<file path="config.mk">
export PLATFORM = sky130hd
export DESIGN_NAME = command_frame_deframer
export DESIGN_NICKNAME = d
export VERILOG_FILES = /design/src/hdl/cfd_pkg.sv /design/src/hdl/command_frame_deframer.sv /design/src/hdl/cfd_ram.sv /design/src/hdl/cfd_ctrl.sv /design/src/hdl/cfd_dp.sv
export SDC_FILE = /design/constraint.sdc
export NUM_CORES = 1
export LEC_CHECK = 0
export ABC_AREA = 1
export ABC_CLOCK_PERIOD_IN_PS = 2600
export BUFFER_PORTS_ARGS = -buffer_cell sky130_fd_sc_hd__clkbuf_2
export CAP_MARGIN = 0
export CORE_AREA = 3 3 216 218
export CTS_BUF_LIST = sky130_fd_sc_hd__clkbuf_16
export CTS_CLUSTER_DIAMETER = 30
export DETAILED_ROUTE_END_ITERATION = 8
export DIE_AREA = 0 0 219 221
export HOLD_SLACK_MARGIN = 0.03
export MAX_ROUTING_LAYER = met4
export PLACE_DENSITY = 0.74
export SETUP_SLACK_MARGIN = 0.15
export SYNTH_ARGS = -nofsm -noshare
export SYNTH_HDL_FRONTEND = slang
export SYNTH_SLANG_ARGS = --single-unit
</file>
<file path="constraint.sdc">
create_clock -name clk -period 2.6 [get_ports clk]
set_input_delay 0.78 -clock clk [delete_from_list [all_inputs] [get_ports clk]]
set_output_delay 0.78 -clock clk [all_outputs]
set_load 0.1 [all_outputs]
</file>
<file path="src/hdl/cfd_pkg.sv">
// Shared types and constants for the command frame deframer.
// Used by the controller, the datapath and the top level; no dependencies.
`default_nettype none

package cfd_pkg;

	// Default payload buffer capacity in bytes.
	localparam int MAX_PAYLOAD_DEF = 64;

	// Fixed field widths of the result channel.
	localparam int BYTE_W  = 8;
	localparam int STAT_W  = 2;
	localparam int INDEX_W = 6;

	// Header characters of a request frame.
	localparam logic [BYTE_W-1:0] CH_DOLLAR = 8'h24;
	localparam logic [BYTE_W-1:0] CH_M      = 8'h4D;
	localparam logic [BYTE_W-1:0] CH_LT     = 8'h3C;

	// Result status codes.
	typedef enum logic [STAT_W-1:0] {
		STAT_OK       = 2'd0,
		STAT_CSUM     = 2'd1,
		STAT_OVERSIZE = 2'd2
	} stat_t;

	// Commands from the controller to the datapath.
	typedef struct packed {
		logic  take_size;    // latch the size byte and seed the checksum
		logic  take_cmd;     // latch the command byte, clear the byte count
		logic  take_body;    // absorb one payload byte
		logic  drain_start;  // point the drain index at the first payload byte
		logic  rd_en;        // read the buffer at the drain index
		logic  drain_next;   // step the drain index
		logic  load_result;  // load a single summary result into the output register
		logic  load_drain;   // load a payload result into the output register
		stat_t res_status;   // status of a summary result
	} cmd_t;

	// Status from the datapath to the controller.
	typedef struct packed {
		logic is_dollar;
		logic is_m;
		logic is_lt;
		logic body_done;   // all declared payload bytes have been taken
		logic oversize;    // declared size exceeds the buffer
		logic xor_ok;      // incoming byte equals the running checksum
		logic size_zero;
		logic drain_last;  // drain index points at the final payload byte
	} sts_t;

endpackage

`default_nettype wire

</file>
<file path="src/hdl/command_frame_deframer.sv">
// Top level of the command frame deframer: controller, datapath and buffer.
// Depends on cfd_pkg, cfd_ctrl, cfd_dp (which holds the cfd_ram buffer).
// The input channel (in_valid, in_ready, rx_byte) carries one received serial
// byte per request. The block looks for frames of the form
// '$' 'M' '<' size command payload checksum, where the checksum is the XOR of
// size, command and every payload byte. Bytes outside a frame are dropped, and
// a wrong header byte sends the parser back to idle.
// The output channel (out_valid, out_ready and the result fields) carries one
// request per payload byte of a good frame, with byte_valid set and last on
// the final byte. An empty frame, a checksum mismatch or a size above
// MAX_PAYLOAD gives one request with byte_valid clear and last set.
// A summary result is visible the cycle after the checksum byte. A good frame
// drains each payload byte with a buffer read and then an output register
// load, with input held off; its first result follows the buffer read of the
// first payload byte, once the output register is free.
// When the receiver stalls, the output register holds its result; parsing of
// header and payload bytes goes on, and only a checksum byte or the next drain
// step waits for the register to free up.
// Reset (arst_n low) returns the parser to idle and empties the output
// register; the buffer contents need no clearing.
`default_nettype none

module command_frame_deframer #(
	parameter int MAX_PAYLOAD = cfd_pkg::MAX_PAYLOAD_DEF
) (
	input  wire logic                         clk,
	input  wire logic                         arst_n,
	input  wire logic                         in_valid,
	output logic                              in_ready,
	input  wire logic [cfd_pkg::BYTE_W-1:0]   rx_byte,
	output logic                              out_valid,
	input  wire logic                         out_ready,
	output logic      [cfd_pkg::STAT_W-1:0]   status,
	output logic      [cfd_pkg::BYTE_W-1:0]   command,
	output logic      [cfd_pkg::BYTE_W-1:0]   payload_size,
	output logic      [cfd_pkg::INDEX_W-1:0]  byte_index,
	output logic      [cfd_pkg::BYTE_W-1:0]   payload_byte,
	output logic                              byte_valid,
	output logic                              last
);

	import cfd_pkg::*;

	cmd_t cmd;
	sts_t sts;

	// The controller sequences header parsing, frame end and buffer drain.
	cfd_ctrl u_ctrl (
		.clk      (clk),
		.arst_n   (arst_n),
		.in_valid (in_valid),
		.in_ready (in_ready),
		.out_valid(out_valid),
		.out_ready(out_ready),
		.sts      (sts),
		.cmd      (cmd)
	);

	// The datapath keeps the frame fields, the checksum, the payload buffer
	// and the output register.
	cfd_dp #(
		.MAX_PAYLOAD(MAX_PAYLOAD)
	) u_dp (
		.clk         (clk),
		.arst_n      (arst_n),
		.rx_byte     (rx_byte),
		.cmd         (cmd),
		.sts         (sts),
		.status      (status),
		.command     (command),
		.payload_size(payload_size),
		.byte_index  (byte_index),
		.payload_byte(payload_byte),
		.byte_valid  (byte_valid),
		.last        (last)
	);

endmodule

`default_nettype wire

</file>
<file path="src/hdl/cfd_ram.sv">
// Generic single-port-write, single-port-read RAM with registered read data.
// No dependencies.
`default_nettype none

module cfd_ram #(
	parameter int WIDTH = 8,
	parameter int DEPTH = 64,
	localparam int AW = (DEPTH > 1) ? $clog2(DEPTH) : 1
) (
	input  wire logic             clk,
	input  wire logic             we,
	input  wire logic [AW-1:0]    waddr,
	input  wire logic [WIDTH-1:0] wdata,
	input  wire logic             re,
	input  wire logic [AW-1:0]    raddr,
	output logic      [WIDTH-1:0] rdata
);

	logic [WIDTH-1:0] mem_q [DEPTH];

	always_ff @(posedge clk) begin
		if (we) begin
			mem_q[waddr] <= wdata;
		end
		if (re) begin
			rdata <= mem_q[raddr];
		end
	end

endmodule

`default_nettype wire

</file>
<file path="src/hdl/cfd_ctrl.sv">
// Controller state machine of the command frame deframer.
// Depends on cfd_pkg for the command and status structs.
`default_nettype none

module cfd_ctrl (
	input  wire logic          clk,
	input  wire logic          arst_n,
	input  wire logic          in_valid,
	output logic               in_ready,
	output logic               out_valid,
	input  wire logic          out_ready,
	input  wire cfd_pkg::sts_t sts,
	output cfd_pkg::cmd_t      cmd
);

	import cfd_pkg::*;

	typedef enum logic [7:0] {
		ST_IDLE   = 8'b0000_0001,
		ST_HDR_M  = 8'b0000_0010,
		ST_HDR_LT = 8'b0000_0100,
		ST_SIZE   = 8'b0000_1000,
		ST_CMD    = 8'b0001_0000,
		ST_BODY   = 8'b0010_0000,
		ST_RD     = 8'b0100_0000,
		ST_LOAD   = 8'b1000_0000
	} state_t;

	state_t state_q, state_d;
	logic   out_valid_q;
	logic   slot_free;
	logic   in_fire;

	assign slot_free = !out_valid_q || out_ready;
	assign in_fire   = in_valid && in_ready;
	assign out_valid = out_valid_q;

	always_comb begin
		unique case (state_q)
			ST_RD, ST_LOAD: in_ready = 1'b0;
			ST_BODY:        in_ready = !sts.body_done || slot_free;
			default:        in_ready = 1'b1;
		endcase
	end

	always_comb begin
		state_d        = state_q;
		cmd            = '0;
		cmd.res_status = STAT_OK;
		unique case (state_q)
			ST_IDLE: begin
				if (in_fire && sts.is_dollar) begin
					state_d = ST_HDR_M;
				end
			end
			ST_HDR_M: begin
				if (in_fire) begin
					state_d = sts.is_m ? ST_HDR_LT : ST_IDLE;
				end
			end
			ST_HDR_LT: begin
				if (in_fire) begin
					state_d = sts.is_lt ? ST_SIZE : ST_IDLE;
				end
			end
			ST_SIZE: begin
				if (in_fire) begin
					cmd.take_size = 1'b1;
					state_d       = ST_CMD;
				end
			end
			ST_CMD: begin
				if (in_fire) begin
					cmd.take_cmd = 1'b1;
					state_d      = ST_BODY;
				end
			end
			ST_BODY: begin
				if (in_fire) begin
					priority if (!sts.body_done) begin
						cmd.take_body = 1'b1;
					end else if (sts.oversize) begin
						cmd.load_result = 1'b1;
						cmd.res_status  = STAT_OVERSIZE;
						state_d         = ST_IDLE;
					end else if (!sts.xor_ok) begin
						cmd.load_result = 1'b1;
						cmd.res_status  = STAT_CSUM;
						state_d         = ST_IDLE;
					end else if (sts.size_zero) begin
						cmd.load_result = 1'b1;
						cmd.res_status  = STAT_OK;
						state_d         = ST_IDLE;
					end else begin
						cmd.drain_start = 1'b1;
						state_d         = ST_RD;
					end
				end
			end
			ST_RD: begin
				cmd.rd_en = 1'b1;
				state_d   = ST_LOAD;
			end
			ST_LOAD: begin
				if (slot_free) begin
					cmd.load_drain = 1'b1;
					if (sts.drain_last) begin
						state_d = ST_IDLE;
					end else begin
						cmd.drain_next = 1'b1;
						state_d        = ST_RD;
					end
				end
			end
			default: begin
				state_d = ST_IDLE;
			end
		endcase
	end

	always_ff @(posedge clk or negedge arst_n) begin
		if (!arst_n) begin
			state_q     <= ST_IDLE;
			out_valid_q <= 1'b0;
		end else begin
			state_q <= state_d;
			if (cmd.load_result || cmd.load_drain) begin
				out_valid_q <= 1'b1;
			end else if (out_ready) begin
				out_valid_q <= 1'b0;
			end
		end
	end

	// The output register is only overwritten once its result has gone.
	a_load_free: assert property (@(posedge clk) disable iff (!arst_n)
		(cmd.load_result || cmd.load_drain) |-> (!out_valid_q || out_ready))
		else $error("output register overwritten while full");

	// No input byte is taken while the payload buffer drains.
	a_drain_block: assert property (@(posedge clk) disable iff (!arst_n)
		(state_q == ST_RD || state_q == ST_LOAD) |-> !in_ready)
		else $error("input accepted during drain");

	// Every buffer read is followed by a load wait step.
	a_rd_then_load: assert property (@(posedge clk) disable iff (!arst_n)
		(state_q == ST_RD) |=> (state_q == ST_LOAD))
		else $error("buffer read not followed by load");

endmodule

`default_nettype wire

</file>
<file path="src/hdl/cfd_dp.sv">
// Datapath of the command frame deframer: frame registers, checksum,
// payload buffer and output register. Depends on cfd_pkg and cfd_ram.
`default_nettype none

module cfd_dp #(
	parameter int MAX_PAYLOAD = cfd_pkg::MAX_PAYLOAD_DEF
) (
	input  wire logic                         clk,
	input  wire logic                         arst_n,
	input  wire logic [cfd_pkg::BYTE_W-1:0]   rx_byte,
	input  wire cfd_pkg::cmd_t                cmd,
	output cfd_pkg::sts_t                     sts,
	output logic      [cfd_pkg::STAT_W-1:0]   status,
	output logic      [cfd_pkg::BYTE_W-1:0]   command,
	output logic      [cfd_pkg::BYTE_W-1:0]   payload_size,
	output logic      [cfd_pkg::INDEX_W-1:0]  byte_index,
	output logic      [cfd_pkg::BYTE_W-1:0]   payload_byte,
	output logic                              byte_valid,
	output logic                              last
);

	import cfd_pkg::*;

	localparam int AW = (MAX_PAYLOAD > 1) ? $clog2(MAX_PAYLOAD) : 1;
	localparam logic [BYTE_W-1:0] MAX_SIZE = BYTE_W'(MAX_PAYLOAD);

	logic [BYTE_W-1:0]  frame_size_q;
	logic [BYTE_W-1:0]  frame_cmd_q;
	logic [BYTE_W-1:0]  xor_q;
	logic [BYTE_W-1:0]  count_q;
	logic [INDEX_W-1:0] drain_idx_q;
	logic [BYTE_W-1:0]  rd_data;
	logic               oversize;

	assign oversize = frame_size_q > MAX_SIZE;

	assign sts.is_dollar  = rx_byte == CH_DOLLAR;
	assign sts.is_m       = rx_byte == CH_M;
	assign sts.is_lt      = rx_byte == CH_LT;
	assign sts.body_done  = count_q == frame_size_q;
	assign sts.oversize   = oversize;
	assign sts.xor_ok     = xor_q == rx_byte;
	assign sts.size_zero  = frame_size_q == '0;
	assign sts.drain_last = (BYTE_W'(drain_idx_q) + 8'd1) == frame_size_q;

	cfd_ram #(
		.WIDTH(BYTE_W),
		.DEPTH(MAX_PAYLOAD)
	) u_buf (
		.clk  (clk),
		.we   (cmd.take_body && !oversize),
		.waddr(count_q[AW-1:0]),
		.wdata(rx_byte),
		.re   (cmd.rd_en),
		.raddr(drain_idx_q[AW-1:0]),
		.rdata(rd_data)
	);

	always_ff @(posedge clk) begin
		if (cmd.take_size) begin
			frame_size_q <= rx_byte;
			xor_q        <= rx_byte;
		end
		if (cmd.take_cmd) begin
			frame_cmd_q <= rx_byte;
			xor_q       <= xor_q ^ rx_byte;
			count_q     <= '0;
		end
		if (cmd.take_body) begin
			xor_q   <= xor_q ^ rx_byte;
			count_q <= count_q + 8'd1;
		end
		if (cmd.drain_start) begin
			drain_idx_q <= '0;
		end else if (cmd.drain_next) begin
			drain_idx_q <= drain_idx_q + INDEX_W'(1);
		end
		if (cmd.load_result) begin
			status       <= cmd.res_status;
			command      <= frame_cmd_q;
			payload_size <= frame_size_q;
			byte_index   <= '0;
			payload_byte <= '0;
			byte_valid   <= 1'b0;
			last         <= 1'b1;
		end else if (cmd.load_drain) begin
			status       <= STAT_OK;
			command      <= frame_cmd_q;
			payload_size <= frame_size_q;
			byte_index   <= drain_idx_q;
			payload_byte <= rd_data;
			byte_valid   <= 1'b1;
			last         <= sts.drain_last;
		end
	end

	// A drain read never reaches beyond the declared payload.
	a_drain_range: assert property (@(posedge clk) disable iff (!arst_n)
		cmd.rd_en |-> (BYTE_W'(drain_idx_q) < frame_size_q && !oversize))
		else $error("drain index outside payload");

	// Payload bytes are only absorbed while the frame body is incomplete.
	a_body_count: assert property (@(posedge clk) disable iff (!arst_n)
		cmd.take_body |-> (count_q < frame_size_q))
		else $error("payload byte taken past declared size");

endmodule

`default_nettype wire

</file>
==> results of run 1 <==
==> critical path: stages (launching register included) <==
cell	delay, ps
dfrtp_1	400
nor2_2	190
nand4_1	180
nor2_2	180
nand3_2	120
nand2_2	90
inv_2	50
buf_12	150
==> stage by stage <==
stage	TNS [ps]	hold WS, ps
finish	-6500	356
global route	-44470	354
CTS	-167	338
detailed placement	0	408
global placement	0	408
floorplan	0	400
==> routing by layer <==
layer,track usage (%),vias to the layer above
li1,-,8127
met1,36.5,8615
met2,41.2,937
met4,11.5,0
met5,-,-
met3,5.95,164
==> cells by family after synthesis <==
family / share of synthesized area (%)
adders and majority gates: 0.100
AOI/OAI and AO/OA: 7.64
xor gates and xnor gates: 0.281
DFF: 71.3
buffers and inverters: 3.73
and+or+nand+nor: 17.0
==> final timing paths <==
| check | startpoint | endpoint | cells past startpoint |
|---|---|---|---|
| min in group asynchronous | arst_n | u_ctrl.state_q[2]$_DFFE_PN0P_ | 2 |
| hold / removal | rx_byte[7] | u_dp.frame_cmd_q[7]$_DFFE_PP_ | 1 |
| setup / recovery | u_ctrl.state_q[7]$_DFFE_PN0P_ | in_ready | 7 |
| hold reg to reg | u_dp.frame_cmd_q[6]$_DFFE_PP_ | u_dp.command[6]$_DFFE_PP_ | 0 |
| setup reg to reg | u_ctrl.state_q[0]$_DFFE_PN1P_ | u_dp.u_buf.mem_q[35][5]$_DFFE_PP_ | 14 |
| max in group asynchronous | arst_n | u_ctrl.state_q[0]$_DFFE_PN1P_ | 2 |
==> synthesized netlist by cell type (2+ instances only) <==
cell and instances:
inv_1 84, o21ai_1 2, o21ai_0 206, edfxtp_1 570, nand4_1 9, xor2_1 2, ha_1 2, o22ai_1 80
nor3_1 10, dfrtp_1 8, nand2_1 481, nand2_2 6, nor4_1 2, buf_2 45, nand2_4 2, nor2_4 2
nand3_4 2, buf_6 3, inv_2 8, a21oi_1 59, xnor2_1 6, nor2_1 283, nand3_2 5, o21ai_2 8
clkbuf_1 57, nor2_2 19, nand3_1 179, buf_4 6, buf_1 7, dfxtp_1 22, clkinv_1 4
==> power by group <==
group | total (mW) | switching (mW) | internal (mW)
combinational | 4.47 | 3.23 | 1.24
clock | 14.6 | 4.99 | 9.63
sequential | 10.8 | 0.0983 | 10.7
==> layout by cell type, fill, tap and decap left out, drive strengths merged <==
cell type,n
clkbuf,155
clkinv,50
xor2,2
a21oi,59
dfxtp,22
bufinv,19
dfrtp,8
and3,1
o22ai,80
inv,116
ha,2
nand4,10
o21ai,216
clkinvlp,8
buf,149
diode,3
nand3b,1
nor2,306
nor3,10
or2,2
nor4,2
nand2,489
nand3,186
edfxtp,570
dlygate4sd3,1
xnor2,6
dfstp,1
==> repair_timing <==
item | in CTS | in global routing
gates resized for setup | 27 | 74
hold endpoints to repair | 8 | 0
setup buffers | 17 | 11
hold buffers | 1 | 0
endpoints found under the setup margin | 47 | 490
cloned | 0 | 1
pin swaps | 6 | 12
==> area by class of cell <==
cell class	count	share of cell area (%)
tap	600	2.42
sequential	601	57.4
timing repair buffer	196	5.43
clock buffer	109	8.80
inverter	97	1.20
clock inverter	96	3.69
antenna	3	0.0242
multi-input combinational	1372	21.0
==> results.cfg, run 1 <==
[floorplan]
rows = 78
die_height_um = 221
dieWidth_um = 219
io_pins = 48
coreArea_um2 = 45100
die_area_um2 = 48400
start_util_pct = 55.3

[logic_synthesis]
synthCells = 2188
synth-edff-count = 570
async_reset_ff_share_pct = 1.50
synth_nets = 2202
ys_seq_elements = 601
synth-main-ff-cell = edfxtp_1
synth_top_area_share_pct = 68.6
yosysWarnings = 0
yosysSeqAreaShare_pct = 71.3
yosys.area.top_type = edfxtp_1
netlist_area_um2 = 25000
synth_area_per_cell_um2 = 11.4
ys_types = 40
yosys-top-cells-area = edfxtp_1, nand2_1, nor2_1, o21ai_0, nand3_1

[final_layout]
post-route-util_pct = 68.7
seqCellArea_um2 = 17800
layout.nets = 2390
design_area_um2 = 31000
largest_register_ffs = 512
instances_no_fill = 3074
drive_above_1_share_pct = 19.3
multi_input_area_um2 = 6500
regMostFlops = u_dp.u_buf.mem_q
fill_cells = 3061
area_delta_synth_final_pct = 24.2

[placement]
gp_routability_congestion = 0.878
placed_cells = 2836
pre_cts_ws_ps = 45.1
hpwl_um = 37100
portBuffers = 47
dpl_cell_area_um2 = 26500

[flow_run]
cap_violations = 0

[setup_path]
path_max_fanout = 4
worst_setup_path_start_kind = register
crit_required_ps = 1820
crit_type = register to primary output
end_kind = primary output
crit_arrival_ps = 2000
r2r_setup_slack_ps = -70

[sta]
finalCritPeriodShare_pct = 107
tightest_slew_ps = 867
period_minus_slack_ps = 2780
fmaxAchievable_mhz = 359
setup_viol = 235
rsz0062_at_grt = yes
final.setup.worst_slack_ps = -182
hold_violations = 0
maxSlewViolCount = 0
clock_skew_ps = 21.7
slew_headroom_pct = 42.2

[outcome]
status = complete, but fails checks
violations = setup timing

[drt]
ant_nets = 0
vias_per_cell = 5.80
drc = 0
drt-wirelength-per-cell_um = 21.2
top_layer_used = met4
wl_met2_um = 30800
wl_um = 65200
wl_met1_um = 26100
first_pass_iters = 6
drt_iter0_markers = 2203
vias = 17800
wl_met3_um = 5920

[clock_network]
cts_buffer_depth = 3
clk_latency_ps = 650
clk_pin_slew_worst_paths_ps = 60
cts_made_buffers = 108
cts.sink_count = 601
cts_root_buf = clkbuf_16
cts_tree = done
cts-htree-levels = 3

[power]
p_leak_nw = 11.5
vdd_drop_max_uv = 720
power_mw = 29.9
powerDensity_nw_per_um2 = 965

[global_route]
grt_max_degree = 107
grt_pass1_wl_um = 99300
grt.total_usage_pct = 27.4
antenna_found_initial = 4
grt_pass1_vias = 17500
grt_overflow = 0

[hold_path]
hold_class = primary input to register
Power figures use the tool's default switching activity.
==> run 2, diff against run 1 <==
- CAP_MARGIN: 0 -> default
- PLACE_DENSITY: 0.74 -> 0.83
- SETUP_SLACK_MARGIN: 0.15 -> 0.05
==> run 2 against run 1 <==
The flow still finishes with violations (setup timing); critical path depth unchanged; sequential power barely moved; power fell by 1.1%; largest cell class unchanged; largest power group unchanged; highest routed layer unchanged.
==> results.cfg, run 2 (synthesis gave the netlist of run 1 again) <==
[setup_path]
worst_setup_path_start_kind = register
crit_end = in_ready
cp-startpoint = u_ctrl.state_q[7]$_DFFE_PN0P_
path_max_fanout = 3
path_common_cell = nor2_4
crit_arrival_ps = 2070
critPathTopFamily = simple AND/OR/NAND/NOR gates
crit_type = register to primary output
crit_required_ps = 1820
cp_num_buf_inv = 2
crit_chain = nor2_4, nand4_1, nor2_4, nand3_4, nand2_2, inv_2, buf_12
r2r_start = u_dp.frame_size_q[3]$_DFFE_PP_
r2r_setup_slack_ps = 30
r2r_cells = 14
crit_slowest_cell = dfrtp_1
path_depth = 7
end_kind = primary output
r2r-end = u_dp.u_buf.mem_q[37][4]$_DFFE_PP_
crit_path_max_incr_delay_ps = 430

[power]
vdd_drop_max_uv = 718
p_leak_nw = 11.4
powerDensity_nw_per_um2 = 961

[floorplan]
io_pins = 48
dieWidth_um = 219
rows = 78
start_util_pct = 55.3
die_area_um2 = 48400
coreArea_um2 = 45100
die_height_um = 221

[placement]
portBuffers = 47
gp_routability_congestion = 0.959
dpl_cell_area_um2 = 26500
placed_cells = 2838
hpwl_um = 38400

[final_layout]
design_area_um2 = 30800
instances_no_fill = 3068
largest_register_ffs = 512
layout.nets = 2391
layout_commonest_cell = edfxtp_1
drive_above_1_share_pct = 19.5
fill_cells = 2763
regMostFlops = u_dp.u_buf.mem_q
area_delta_synth_final_pct = 23.3
post-route-util_pct = 68.2
final_cell_mix = edfxtp_1, nand2_1, nor2_1, o21ai_0, nand3_1

[sta]
holdWs_ps = 417
tightest_slew_ps = 780
maxSlewViolCount = 0
period_minus_slack_ps = 2850
final.setup.worst_slack_ps = -254
setup_viol = 1
rsz0062_at_grt = yes
slew_headroom_pct = 48.0
fin_tns_setup_ps = -254
hold_violations = 0
finalCritPeriodShare_pct = 110
clock_skew_ps = 24.5
fmaxAchievable_mhz = 350

[clock_network]
cts.sink_count = 601
cts_buffer_depth = 3
cts-htree-levels = 3
cts_root_buf = clkbuf_16
clk_pin_slew_worst_paths_ps = 50
cts_made_buffers = 104
clk_latency_ps = 640
cts_tree = done

[drt]
drc = 0
vias = 19000
drt-wirelength-per-cell_um = 22.8
ant_nets = 0
first_pass_iters = 9
vias_per_cell = 6.18
wl_um = 70000
drt_iter0_markers = 3412

[global_route]
grt_pass1_wl_um = 104000
grt_pass1_vias = 18300
antenna_found_initial = 1
grt.total_usage_pct = 28.7
grt_max_degree = 111
grt_overflow = 0

[outcome]
violations = setup timing
status = complete, but fails checks

[hold_path]
hold_class = register to register

[flow_run]
cap_violations = 0
==> run 2: cell count changes in the layout (fill, tap and decap cells not counted), moves of 3 or more <==
cell | previous run | this run
nor2_1 | 256 | 251
nor2_4 | 29 | 22
buf_4 | 98 | 116
clkinv_2 | 13 | 17
clkinv_4 | 15 | 11
nor2_2 | 20 | 31
buf_6 | 36 | 24
nand2_2 | 6 | 9
clkbuf_16 | 109 | 106
buf_12 | 15 | 12
clkinv_1 | 18 | 12
clkinvlp_4 | 8 | 14
==> run 2: what timing repair did <==
action | CTS | global route
pin swaps | 11 | 14
setup endpoints to repair | 1 | 293
resized for setup | 8 | 83
hold endpoints to repair | 8 | 0
buffers inserted | 25 | 7
gates cloned | 0 | 1
hold buffers | 1 | 0
==> run 2: through the flow <==
stage	setup slack, ps	power [mW]
after detailed placement	92.0	15.3
after floorplan	70.9	13.9
after CTS	-127	29.4
after global routing	-292	30.4
final	-254	29.6
after global placement	123	15.1
==> run 2: cell type report <==
cell class | count | area, um2 | share of cell area (%)
Antenna cell | 1 | 2.50 | 0.00814
Inverter | 97 | 375 | 1.22
Clock inverter | 91 | 1050 | 3.42
Sequential cell | 601 | 17800 | 57.8
Clock buffer | 105 | 2630 | 8.54
Multi-Input combinational cell | 1371 | 6470 | 21.0
Tap cell | 600 | 751 | 2.44
Timing Repair Buffer | 202 | 1690 | 5.49
==> run 2: how the worst min path moves through the flow <==
| stage | startpoint | endpoint | slack (ps) | cells after the start |
|---|---|---|---|---|
| floorplan | u_dp.frame_cmd_q[0]$_DFFE_PP_ | u_dp.command[0]$_DFFE_PP_ | 400 | 0 |
| global placement | u_dp.frame_cmd_q[3]$_DFFE_PP_ | u_dp.command[3]$_DFFE_PP_ | 400 | 0 |
| global route | u_dp.frame_cmd_q[1]$_DFFE_PP_ | u_dp.command[1]$_DFFE_PP_ | 420 | 0 |
| detailed placement | u_dp.frame_cmd_q[1]$_DFFE_PP_ | u_dp.command[1]$_DFFE_PP_ | 410 | 0 |
| CTS | u_dp.frame_cmd_q[1]$_DFFE_PP_ | u_dp.command[1]$_DFFE_PP_ | 420 | 0 |
| finish | u_dp.frame_cmd_q[1]$_DFFE_PP_ | u_dp.command[1]$_DFFE_PP_ | 420 | 0 |
==> run 2: report_power, final <==
group	leakage [nW]	total [mW]	internal (mW)	switching, mW
sequential	5.43	10.8	10.7	0.128
clock	1.79	14.1	9.14	4.98
combinational	4.14	4.61	1.27	3.34
total	11.4	29.6	21.1	8.44
==> run 2: metal layers <==
| layer | track usage (%) | wire length, um | vias up |
|---|---|---|---|
| met1 | 37.0 | 25200 | 9003 |
| met3 | 5.70 | 8470 | 295 |
| met4 | 12.1 | 2890 | 0 |
| met2 | 45.0 | 33500 | 1558 |
| li1 | - | - | 8101 |
| met5 | - | 0 | - |
==> run 2: worst register-to-register path: cells and delay by family (launching register included) <==
| kind | cells | cell delay (ps) |
|---|---|---|
| AND/OR/NAND/NOR | 9 | 1080 |
| buffers and inverters | 5 | 740 |
| flip-flops | 1 | 450 |
